[src/rtl/frp_pkg.sv]
// ----------------------------------------------------------------------------
// frp_pkg
// Shared types and constants of the framed packet receiver.
// ----------------------------------------------------------------------------
package frp_pkg;

  localparam logic [7:0]  SYNC_A        = 8'h21;
  localparam logic [7:0]  SYNC_B        = 8'h50;
  localparam logic [7:0]  SYNC_C        = 8'h53;
  localparam logic [15:0] MAX_LEN_RESET = 16'd119;

  localparam logic       KIND_PAYLOAD = 1'b0;
  localparam logic       KIND_REPORT  = 1'b1;

  localparam logic [1:0] ST_OK       = 2'd0;
  localparam logic [1:0] ST_CSUM_ERR = 2'd1;
  localparam logic [1:0] ST_LEN_ERR  = 2'd2;

  typedef enum logic [3:0] {
    PH_HUNT1   = 4'd0,
    PH_HUNT2   = 4'd1,
    PH_HUNT3   = 4'd2,
    PH_ID      = 4'd3,
    PH_CMD_LO  = 4'd4,
    PH_CMD_HI  = 4'd5,
    PH_LEN_LO  = 4'd6,
    PH_LEN_HI  = 4'd7,
    PH_PAYLOAD = 4'd8,
    PH_CHECK   = 4'd9
  } phase_e;

  typedef struct packed {
    logic       valid;
    logic [7:0] rx_byte;
  } in_stage_t;

  typedef struct packed {
    logic        valid;
    logic        item_kind;
    logic [7:0]  payload_byte;
    logic [7:0]  frame_id;
    logic [15:0] command_word;
    logic [15:0] payload_len;
    logic [1:0]  frame_status;
  } result_t;

endpackage

[src/rtl/frp_in_reg.sv]
// ----------------------------------------------------------------------------
// frp_in_reg
// Input register holding one received byte until the deframer takes it.
// ----------------------------------------------------------------------------
module frp_in_reg (
  input  logic              clk_i,
  input  logic              rst_ni,
  input  logic              s_axis_tvalid,
  output logic              s_axis_tready,
  input  logic [7:0]        s_axis_tdata,   // [7:0] rx_byte
  input  logic              take_i,
  output frp_pkg::in_stage_t stage_o
);

  logic       valid_q, valid_d;
  logic [7:0] byte_q;
  logic       load;

  assign s_axis_tready = !valid_q || take_i;
  assign load          = s_axis_tvalid && s_axis_tready;

  always_comb begin
    valid_d = valid_q;
    if (load) begin
      valid_d = 1'b1;
    end else if (take_i) begin
      valid_d = 1'b0;
    end
  end

  always_ff @(posedge clk_i or negedge rst_ni) begin
    if (!rst_ni) begin
      valid_q <= 1'b0;
    end else begin
      valid_q <= valid_d;
    end
  end

  always_ff @(posedge clk_i) begin
    if (load) begin
      byte_q <= s_axis_tdata;
    end
  end

  assign stage_o.valid   = valid_q;
  assign stage_o.rx_byte = byte_q;

endmodule

[src/rtl/frp_deframer.sv]
// ----------------------------------------------------------------------------
// frp_deframer
// Frame state machine: sync hunt, header capture, payload and check byte.
// ----------------------------------------------------------------------------
module frp_deframer (
  input  logic              clk_i,
  input  logic              rst_ni,
  input  logic              step_i,
  input  logic [7:0]        rx_byte_i,
  input  logic [15:0]       max_len_i,
  output frp_pkg::result_t  res_o
);

  frp_pkg::phase_e phase_q, phase_d;
  logic [7:0]  sum_q, sum_d;
  logic [7:0]  id_q, id_d;
  logic [15:0] cmd_q, cmd_d;
  logic [15:0] len_q, len_d;
  logic [15:0] left_q, left_d;
  logic [15:0] len_hi_val;
  logic [7:0]  sum_add;
  logic [7:0]  expect_byte;
  logic        over_limit;

  assign len_hi_val  = {rx_byte_i, len_q[7:0]};
  assign over_limit  = len_hi_val > max_len_i;
  assign sum_add     = sum_q + rx_byte_i;
  assign expect_byte = 8'd0 - sum_q;

  // next state
  always_comb begin
    phase_d = phase_q;
    sum_d   = sum_q;
    id_d    = id_q;
    cmd_d   = cmd_q;
    len_d   = len_q;
    left_d  = left_q;
    if (step_i) begin
      case (phase_q)
        frp_pkg::PH_HUNT2: begin
          if (rx_byte_i == frp_pkg::SYNC_B) begin
            phase_d = frp_pkg::PH_HUNT3;
          end else if (rx_byte_i == frp_pkg::SYNC_A) begin
            phase_d = frp_pkg::PH_HUNT2;
          end else begin
            phase_d = frp_pkg::PH_HUNT1;
          end
        end
        frp_pkg::PH_HUNT3: begin
          if (rx_byte_i == frp_pkg::SYNC_C) begin
            phase_d = frp_pkg::PH_ID;
          end else if (rx_byte_i == frp_pkg::SYNC_A) begin
            phase_d = frp_pkg::PH_HUNT2;
          end else begin
            phase_d = frp_pkg::PH_HUNT1;
          end
        end
        frp_pkg::PH_ID: begin
          id_d    = rx_byte_i;
          sum_d   = rx_byte_i;
          phase_d = frp_pkg::PH_CMD_LO;
        end
        frp_pkg::PH_CMD_LO: begin
          cmd_d   = {8'd0, rx_byte_i};
          sum_d   = sum_add;
          phase_d = frp_pkg::PH_CMD_HI;
        end
        frp_pkg::PH_CMD_HI: begin
          cmd_d   = {rx_byte_i, cmd_q[7:0]};
          sum_d   = sum_add;
          phase_d = frp_pkg::PH_LEN_LO;
        end
        frp_pkg::PH_LEN_LO: begin
          len_d   = {8'd0, rx_byte_i};
          sum_d   = sum_add;
          phase_d = frp_pkg::PH_LEN_HI;
        end
        frp_pkg::PH_LEN_HI: begin
          len_d = len_hi_val;
          sum_d = sum_add;
          if (over_limit) begin
            phase_d = frp_pkg::PH_HUNT1;
          end else begin
            left_d  = len_hi_val;
            phase_d = (len_hi_val == 16'd0) ? frp_pkg::PH_CHECK : frp_pkg::PH_PAYLOAD;
          end
        end
        frp_pkg::PH_PAYLOAD: begin
          sum_d  = sum_add;
          left_d = left_q - 16'd1;
          if (left_q == 16'd1) begin
            phase_d = frp_pkg::PH_CHECK;
          end
        end
        frp_pkg::PH_CHECK: begin
          phase_d = frp_pkg::PH_HUNT1;
        end
        default: begin
          phase_d = (rx_byte_i == frp_pkg::SYNC_A) ? frp_pkg::PH_HUNT2 : frp_pkg::PH_HUNT1;
        end
      endcase
    end
  end

  // outputs
  always_comb begin
    res_o.valid        = 1'b0;
    res_o.item_kind    = frp_pkg::KIND_REPORT;
    res_o.payload_byte = 8'd0;
    res_o.frame_id     = id_d;
    res_o.command_word = cmd_d;
    res_o.payload_len  = len_d;
    res_o.frame_status = frp_pkg::ST_OK;
    case (phase_q)
      frp_pkg::PH_LEN_HI: begin
        res_o.valid        = step_i && over_limit;
        res_o.frame_status = frp_pkg::ST_LEN_ERR;
      end
      frp_pkg::PH_PAYLOAD: begin
        res_o.valid        = step_i;
        res_o.item_kind    = frp_pkg::KIND_PAYLOAD;
        res_o.payload_byte = rx_byte_i;
      end
      frp_pkg::PH_CHECK: begin
        res_o.valid        = step_i;
        res_o.frame_status = (rx_byte_i == expect_byte) ? frp_pkg::ST_OK
                                                        : frp_pkg::ST_CSUM_ERR;
      end
      default: begin
        res_o.valid = 1'b0;
      end
    endcase
  end

  always_ff @(posedge clk_i or negedge rst_ni) begin
    if (!rst_ni) begin
      phase_q <= frp_pkg::PH_HUNT1;
      sum_q   <= 8'd0;
      id_q    <= 8'd0;
      cmd_q   <= 16'd0;
      len_q   <= 16'd0;
      left_q  <= 16'd0;
    end else begin
      phase_q <= phase_d;
      sum_q   <= sum_d;
      id_q    <= id_d;
      cmd_q   <= cmd_d;
      len_q   <= len_d;
      left_q  <= left_d;
    end
  end

endmodule

[src/rtl/frp_out_reg.sv]
// ----------------------------------------------------------------------------
// frp_out_reg
// Result register driving the master-side stream.
// ----------------------------------------------------------------------------
module frp_out_reg (
  input  logic              clk_i,
  input  logic              rst_ni,
  input  frp_pkg::result_t  res_i,
  output logic              ready_o,
  output logic              m_axis_tvalid,
  input  logic              m_axis_tready,
  output logic [55:0]       m_axis_tdata,  // [7:0] payload_byte, [15:8] frame_id,
                                           // [31:16] command_word, [47:32] payload_len,
                                           // [49:48] frame_status, rest zero
  output logic [0:0]        m_axis_tuser   // [0] item_kind
);

  logic             valid_q, valid_d;
  frp_pkg::result_t res_q;

  assign ready_o = !valid_q || m_axis_tready;

  always_comb begin
    valid_d = valid_q;
    if (res_i.valid && ready_o) begin
      valid_d = 1'b1;
    end else if (m_axis_tready) begin
      valid_d = 1'b0;
    end
  end

  always_ff @(posedge clk_i or negedge rst_ni) begin
    if (!rst_ni) begin
      valid_q <= 1'b0;
    end else begin
      valid_q <= valid_d;
    end
  end

  always_ff @(posedge clk_i) begin
    if (res_i.valid && ready_o) begin
      res_q <= res_i;
    end
  end

  assign m_axis_tvalid = valid_q;
  assign m_axis_tuser  = res_q.item_kind;
  assign m_axis_tdata  = {6'd0, res_q.frame_status, res_q.payload_len,
                          res_q.command_word, res_q.frame_id, res_q.payload_byte};

endmodule

[src/rtl/framed_packet_receiver_core.sv]
// ----------------------------------------------------------------------------
// framed_packet_receiver_core
// Byte-serial deframer: sync hunt, header, payload pass-through, check byte.
// ----------------------------------------------------------------------------
// Path: input register, combinational frame state machine, result register.
// Throughput: one byte per cycle while the result register can take a result.
// Reset: asynchronous, active low; hunting the first sync byte, sums and
// header fields zero, payload limit 119, both stream sides empty.
// ----------------------------------------------------------------------------
module framed_packet_receiver_core (
  input  logic        clk_i,
  input  logic        rst_ni,
  input  logic        cfg_we_i,
  input  logic [15:0] cfg_wdata_i,    // max_payload_len
  input  logic        s_axis_tvalid,
  output logic        s_axis_tready,
  input  logic [7:0]  s_axis_tdata,   // [7:0] rx_byte
  output logic        m_axis_tvalid,
  input  logic        m_axis_tready,
  output logic [55:0] m_axis_tdata,   // [7:0] payload_byte, [15:8] frame_id,
                                      // [31:16] command_word, [47:32] payload_len,
                                      // [49:48] frame_status, rest zero
  output logic [0:0]  m_axis_tuser    // [0] item_kind
);

  logic [15:0]        max_len_q;
  logic               out_ready;
  logic               step;
  frp_pkg::in_stage_t stage;
  frp_pkg::result_t   res;

  always_ff @(posedge clk_i or negedge rst_ni) begin
    if (!rst_ni) begin
      max_len_q <= frp_pkg::MAX_LEN_RESET;
    end else if (cfg_we_i) begin
      max_len_q <= cfg_wdata_i;
    end
  end

  assign step = stage.valid && out_ready;

  frp_in_reg u_in_reg (
    .clk_i         (clk_i),
    .rst_ni        (rst_ni),
    .s_axis_tvalid (s_axis_tvalid),
    .s_axis_tready (s_axis_tready),
    .s_axis_tdata  (s_axis_tdata),
    .take_i        (step),
    .stage_o       (stage)
  );

  frp_deframer u_deframer (
    .clk_i     (clk_i),
    .rst_ni    (rst_ni),
    .step_i    (step),
    .rx_byte_i (stage.rx_byte),
    .max_len_i (max_len_q),
    .res_o     (res)
  );

  frp_out_reg u_out_reg (
    .clk_i         (clk_i),
    .rst_ni        (rst_ni),
    .res_i         (res),
    .ready_o       (out_ready),
    .m_axis_tvalid (m_axis_tvalid),
    .m_axis_tready (m_axis_tready),
    .m_axis_tdata  (m_axis_tdata),
    .m_axis_tuser  (m_axis_tuser)
  );

endmodule

[config.mk]
export PLATFORM = sky130hd
export DESIGN_NAME = framed_packet_receiver_core
export DESIGN_NICKNAME = d
export VERILOG_FILES = /design/src/rtl/frp_pkg.sv /design/src/rtl/frp_in_reg.sv /design/src/rtl/frp_deframer.sv /design/src/rtl/frp_out_reg.sv /design/src/rtl/framed_packet_receiver_core.sv
export SDC_FILE = /design/constraint.sdc
export NUM_CORES = 1
export LEC_CHECK = 0
export ABC_CLOCK_PERIOD_IN_PS = 10200
export BUFFER_PORTS_ARGS = -buffer_cell sky130_fd_sc_hd__buf_2
export CAP_MARGIN = 5
export CORE_ASPECT_RATIO = 1.25
export CORE_MARGIN = 4
export CORE_UTILIZATION = 50
export DETAILED_ROUTE_END_ITERATION = 10
export GPL_TIMING_DRIVEN = 0
export PLACE_DENSITY = 0.82
export SETUP_SLACK_MARGIN = 0.15
export SLEW_MARGIN = 30
export SYNTH_ARGS = -nofsm -noshare
export SYNTH_HDL_FRONTEND = slang
export SYNTH_SLANG_ARGS = --single-unit
[constraint.sdc]
create_clock -name clk_i -period 10.2 [get_ports clk_i]
set_clock_uncertainty 0.05 [all_clocks]
set_input_delay 1.53 -clock clk_i [delete_from_list [all_inputs] [get_ports clk_i]]
set_output_delay 1.53 -clock clk_i [all_outputs]
set_load 0.01 [all_outputs]
* After elaboration in Yosys (flattened, before gate mapping) *
Index checks and enable logic that the tools add are counted.

word-level totals
  flip-flop bits (word level) = 145
  output and inout bits = 59
  input bits = 29
  logic and storage cells = 78

cells by class
  magnitude comparators = 1
  eq/ne operators = 16
  mux-type cells = 24
  $add $sub $neg = 3
  reductions and logical operators = 18

operators with widths
  cell                                                   count
  case mux 16 bit (2 select lines)                       3
  two-way mux 16 bit                                     3
  case mux 4 bit (9 select lines)                        1
  equality test 16 x 1 -> 1 bit (second input constant)  1
  equality test 4 x 3 -> 1 bit (second input constant)   4
  equality test 8 x 7 -> 1 bit (second input constant)   2
  > comparator 16 bit                                    1
  logical NOT 16 bit                                     1
  two-way mux 4 bit                                      4
  two-way mux 8 bit                                      2
  case mux 8 bit (2 select lines)                        1
  subtractor 16 x 1 -> 16 bit (second input constant)    1
  two-way mux 9 bit                                      1
  adder 8 bit                                            1
  equality test 4 x 2 -> 1 bit (second input constant)   2
  equality test 4 bit (second input constant)            2
  equality test 8 x 6 -> 1 bit (second input constant)   1
  equality test 8 bit                                    1
  nonzero test 2 bit                                     4
  subtractor 1 x 8 -> 8 bit (first input constant)       1
  two-way mux 1 bit                                      7
  OR reduction 5 bit                                     1
  equality test 4 x 1 -> 1 bit (second input constant)   1
  logical AND 1 bit                                      4
  9 further kinds                                        12

* Longest topological paths before layout *
  depth in word-level cells = 7
  mapped depth = 10
  depth with buffers taken out = 9

* Hierarchy *
Synthesis repeated with hierarchy kept, for this count alone.

second synthesis, totals
  cell total of the unflattened synthesis = 602
  area total of the unflattened synthesis = 6942.9 sq um

by module, submodules not included
  module                       sequential area each (sq um)  instances  area an instance (sq um)  cells an instance
  frp_deframer                 1701.6                        1          4344.2                    492
  frp_out_reg                  1556.5                        1          1634.1                    62
  framed_packet_receiver_core  407.9                         1          663.1                     35
  frp_in_reg                   265.3                         1          301.5                     13

* Worst setup path before layout *
OpenSTA, ideal clock, no wires.

  path kind = input port to flip-flop
  start point = in m_axis_tready
  end point = reg u_out_reg.res_q, in the netlist u_out_reg.m_axis_tdata[0] (enable)
  slack = 5.662 ns
  path buffers = 1
  arrival time = 4.029 ns
  required time = 9.690 ns
  cell stages on the path = 4
  library setup time = 0.460 ns
  path through = nand2b_1 > nand2_1 > buf_2 > nor2_1

on the way
  longest elaborated chain between the ends = 5

ends and longest elaborated chain
  item                             line                               source
  from (decl)                      framed_packet_receiver_core.sv:19  input logic m_axis_tready,
  logical OR 1 bit *               frp_out_reg.sv:21                  assign ready_o = !valid_q || m_axis_tready;
  logical AND 1 bit                framed_packet_receiver_core.sv:40  assign step = stage.valid && out_ready;
  logical AND 1 bit                frp_deframer.sv:116                res_o.valid = step_i && over_limit;
  case mux 1 bit (2 select lines)  frp_deframer.sv:114                case (phase_q)
  logical AND 1 bit *              frp_out_reg.sv:41                  if (res_i.valid && ready_o) begin
  to (signal assigned)             frp_out_reg.sv:42                  res_q <= res_i;
  to (decl)                        frp_out_reg.sv:19                  frp_pkg::result_t res_q;

Every way passes the cells marked *; elsewhere a longest branch is shown, timed or not.
A chain may end at the register's enable or synchronous reset.

* Worst setup path after layout *
  start point = in m_axis_tready
  end point = out s_axis_tready

on the way
  longest elaborated chain between the ends = 3

ends and longest elaborated chain
  item               line                               source
  logical OR 1 bit   frp_out_reg.sv:21
  logical AND 1 bit  framed_packet_receiver_core.sv:40
  logical OR 1 bit   frp_in_reg.sv:19                   assign s_axis_tready = !valid_q || take_i;
  to (decl)          framed_packet_receiver_core.sv:16  output logic s_axis_tready,

Every way passes these cells.

==> impl_metrics.py <==
metrics = {
    "critical_path": {
        "end_kind": "output port",
        "worst-path-max-fanout": 3,
        "critPathArrivalTime_ns": 2.14,
        "start_kind": "primary input",
        "r2r_end": "u_out_reg.m_axis_tdata[46]$_DFFE_PP_",
        "startpoint": "m_axis_tready",
        "ff2ff_path_depth": 9,
        "r2r-start": "u_in_reg.byte_q[4]$_DFFE_PP_",
        "worst-setup-path-type": "primary input to output port",
        "cp.required_ns": 8.62,
        "reg2reg_setup_slack_ns": 7.04,
        "cp-endpoint": "s_axis_tready",
    },
    "cts": {
        "cts_tree": "built",
        "clk_latency_ns": 0.43,
        "clk_pin_slew_ns": 0.07,
        "numCtsBuffers": 17,
        "holdBufCountCts": 0,
        "root_buffer": "clkbuf_16",
        "clkSinkCount": 145,
        "cts_resized": 0,
        "clockBufferDepth": 2,
        "post_cts_buffers": 0,
        "htreeDepth": 4,
    },
    "final_layout": {
        "final_nets": 764,
        "fillerInstances": 1018,
        "drive_gt1_share_pct": 26.9,
        "diodes": 0,
        "area_delta_synth_final_pct": 19.6,
        "final_common_cell": "buf_2",
        "final_cell_mix": "buf_2, dfrtp_1, nand2_1",
    },
    "power_and_ir_drop": {
        "ir_worst_vdd_mv": 0.116,
        "p_leak_nw": 3.48,
        "power.density_nw_per_um2": 274,
    },
    "sta": {
        "finalWorstSetupSlack_ns": 6.48,
        "hold_viol_final": 0,
        "rsz0062_at_grt": "false",
        "setup-tns-final_ns": 0,
        "finalCritPeriodShare_pct": 36.4,
        "worst_pin_slew_ns": 0.878,
        "setup_violations": 0,
        "drv_slew": 0,
        "maxSlewHeadroom_pct": 41.0,
        "period_minus_slack_ns": 3.72,
        "max_freq_mhz": 269,
    },
    "synth": {
        "synth_mux_area_share_pct": 4.62,
        "ys_seq_elements": 145,
        "synth-xor-area-share_pct": 1.89,
        "synth_compound_area_share_pct": 14.1,
        "synth_fa_ha_area_share_pct": 4.97,
        "yosysWarnings": 0,
        "syn_avg_cell_area_um2": 11.6,
        "synth.cell_area_um2": 6950,
        "postSynthCellCount": 600,
        "synth_flop_cell": "dfrtp_1",
        "synth-edff-count": 59,
        "synth_top_family_by_area": "compound AO/OA/AOI/OAI gates",
        "synth-simple-area-share_pct": 13.9,
        "synthArstFlopShare_pct": 59.3,
        "ys_seq_area_share_pct": 56.5,
        "synth_cell_type_count": 74,
    },
    "global_route": {
        "grt_max_degree": 54,
        "grt_pass1_wl_mm": 28.9,
        "overflow": 0,
        "grt_pass1_vias": 5659,
        "globalRouteTotalUtil_pct": 23.2,
        "grt_antenna_before_repair": 0,
    },
    "drt": {
        "ant_nets": 0,
        "drcViolationCount": 0,
        "drt_iter0_drc": 482,
        "wl_per_cell_um": 20.0,
        "vias": 5341,
        "drtPass1Iterations": 5,
        "wl_mm": 17.9,
        "via_per_inst": 5.99,
    },
    "placement": {
        "hpwl_mm": 12.3,
        "portBuffers": 81,
        "dp_slack_ns": 6.51,
        "place_congestion": 0.917,
    },
    "outcome": {
        "status": "finished clean",
    },
    "die": {
        "die_w_um": 113,
        "ioPinCount": 88,
        "dieHeight_um": 140,
        "die_area_um2": 15900,
        "core_area_um2": 13400,
        "rows": 47,
        "initial_core_util_pct": 51.9,
    },
    "hold_path": {
        "hold_path_class": "flop to flop",
    },
    "job": {
        "cap_violations": 0,
    },
}
cell usage after synthesis (4+ instances only):
cell       n  area [um2]
dfrtp_1   80        2000
nand2_1   65         244
edfxtp_1  59        1770
o21ai_0   46         230
inv_1     27         101
nor2_1    27         101
ha_1      26         325
mux2_2    25         282
a21oi_1   22         110
clkbuf_1  15        56.3
nand3_1   15        75.1
nor3_1    15        75.1
a22o_1    13         114
nand4_1   11        68.8
xnor2_1   11        96.3
and2_1    10        62.6
buf_2      9        45.0
buf_4      9        67.6
a221o_1    8        80.1
a21boi_0   6        45.0
dfstp_2    6         158
a211oi_1   5        37.5
nand2b_1   5        31.3
mux2i_1    4        40.0
nor2_2     4        25.0
nor4_1     4        25.0
o21a_1     4        30.0
xor2_1     4        35.0
report_power, final:
part,leakage (nW),switching [W],internal (W)
clock network,0.306,0.000278,0.000381
logic,1.61,0.000396,0.000298
registers,1.56,0.000132,0.000791
total,3.48,0.000806,0.00147
worst min-delay path by stage:
stage	start	cells past startpoint	slack (ns)	end
6_report	u_deframer.cmd_q[9]$_DFF_PN0_	2	0.43	u_deframer.cmd_q[9]$_DFF_PN0_
2_1_floorplan	u_deframer.cmd_q[10]$_DFF_PN0_	2	0.38	u_deframer.cmd_q[10]$_DFF_PN0_
4_1_cts	u_deframer.cmd_q[9]$_DFF_PN0_	2	0.43	u_deframer.cmd_q[9]$_DFF_PN0_
3_5_place_dp	u_deframer.cmd_q[9]$_DFF_PN0_	2	0.41	u_deframer.cmd_q[9]$_DFF_PN0_
5_1_grt	u_deframer.cmd_q[11]$_DFF_PN0_	2	0.45	u_deframer.cmd_q[11]$_DFF_PN0_
3_3_place_gp	u_deframer.cmd_q[10]$_DFF_PN0_	2	0.41	u_deframer.cmd_q[10]$_DFF_PN0_
metal layers:
layer  part of all wire (%)  routed length, um  track usage [%]
met5                      0                  0                0
met4                    4.1                740             12.8
met3                    6.6               1190             4.56
met2                     53               9440             39.9
met1                     36               6500             26.8
stage by stage:
stage	hold WS, ns	util, %	instances	power (W)	instance area [um2]
after global routing	0.452	62.0	892	0.00239	8310
after global placement	0.406	56.6	857	0.00155	7590
after CTS	0.429	62.0	892	0.00227	8310
after floorplan	0.380	-	605	0.00139	6970
final	0.428	62.0	892	0.00228	8310
after detailed placement	0.406	57.3	860	0.00160	7690
layout make-up:
class	count	area (um2)	area share [%]
Sequential cell	145	3930	47.3
Multi-Input combinational cell	399	2770	33.4
Timing Repair Buffer	84	494	5.95
Clock buffer	18	439	5.28
Tap cell	171	214	2.57
Clock inverter	14	186	2.24
Buffer	33	169	2.03
Inverter	28	105	1.26
logic make-up (layout without fill, tap and decap cells):
| logic type | count (synthesis) | count (layout) |
|---|---|---|
| AND/OR/NAND/NOR | 183 | 183 |
| other | 1 | 6 |
| adder cells (fa/ha/maj) | 27 | 27 |
| buffers and inverters | 61 | 177 |
| AO/OA/AOI/OAI | 139 | 139 |
| multiplexers | 29 | 29 |
| flip-flops | 145 | 145 |
| XOR/XNOR | 15 | 15 |
flip-flops by register name, summed over array words and instances, names as in the netlist:
register	cells
u_in_reg.valid_q	1
u_out_reg.m_axis_tvalid	1
u_deframer.id_q	8
u_in_reg.byte_q	8
u_deframer.sum_q	8
u_out_reg.m_axis_tuser	1
u_deframer.len_q	16
u_deframer.phase_q	4
u_out_reg.m_axis_tdata	50
u_deframer.left_q	16
max_len_q	16
u_deframer.cmd_q	16
worst max-delay path, cell delays in order:
cell and delay (ns):
buf_2 0.12, nor2b_1 0.19, nand2_1 0.14, buf_2 0.16
No activity file was read; power rests on OpenSTA's default activity.
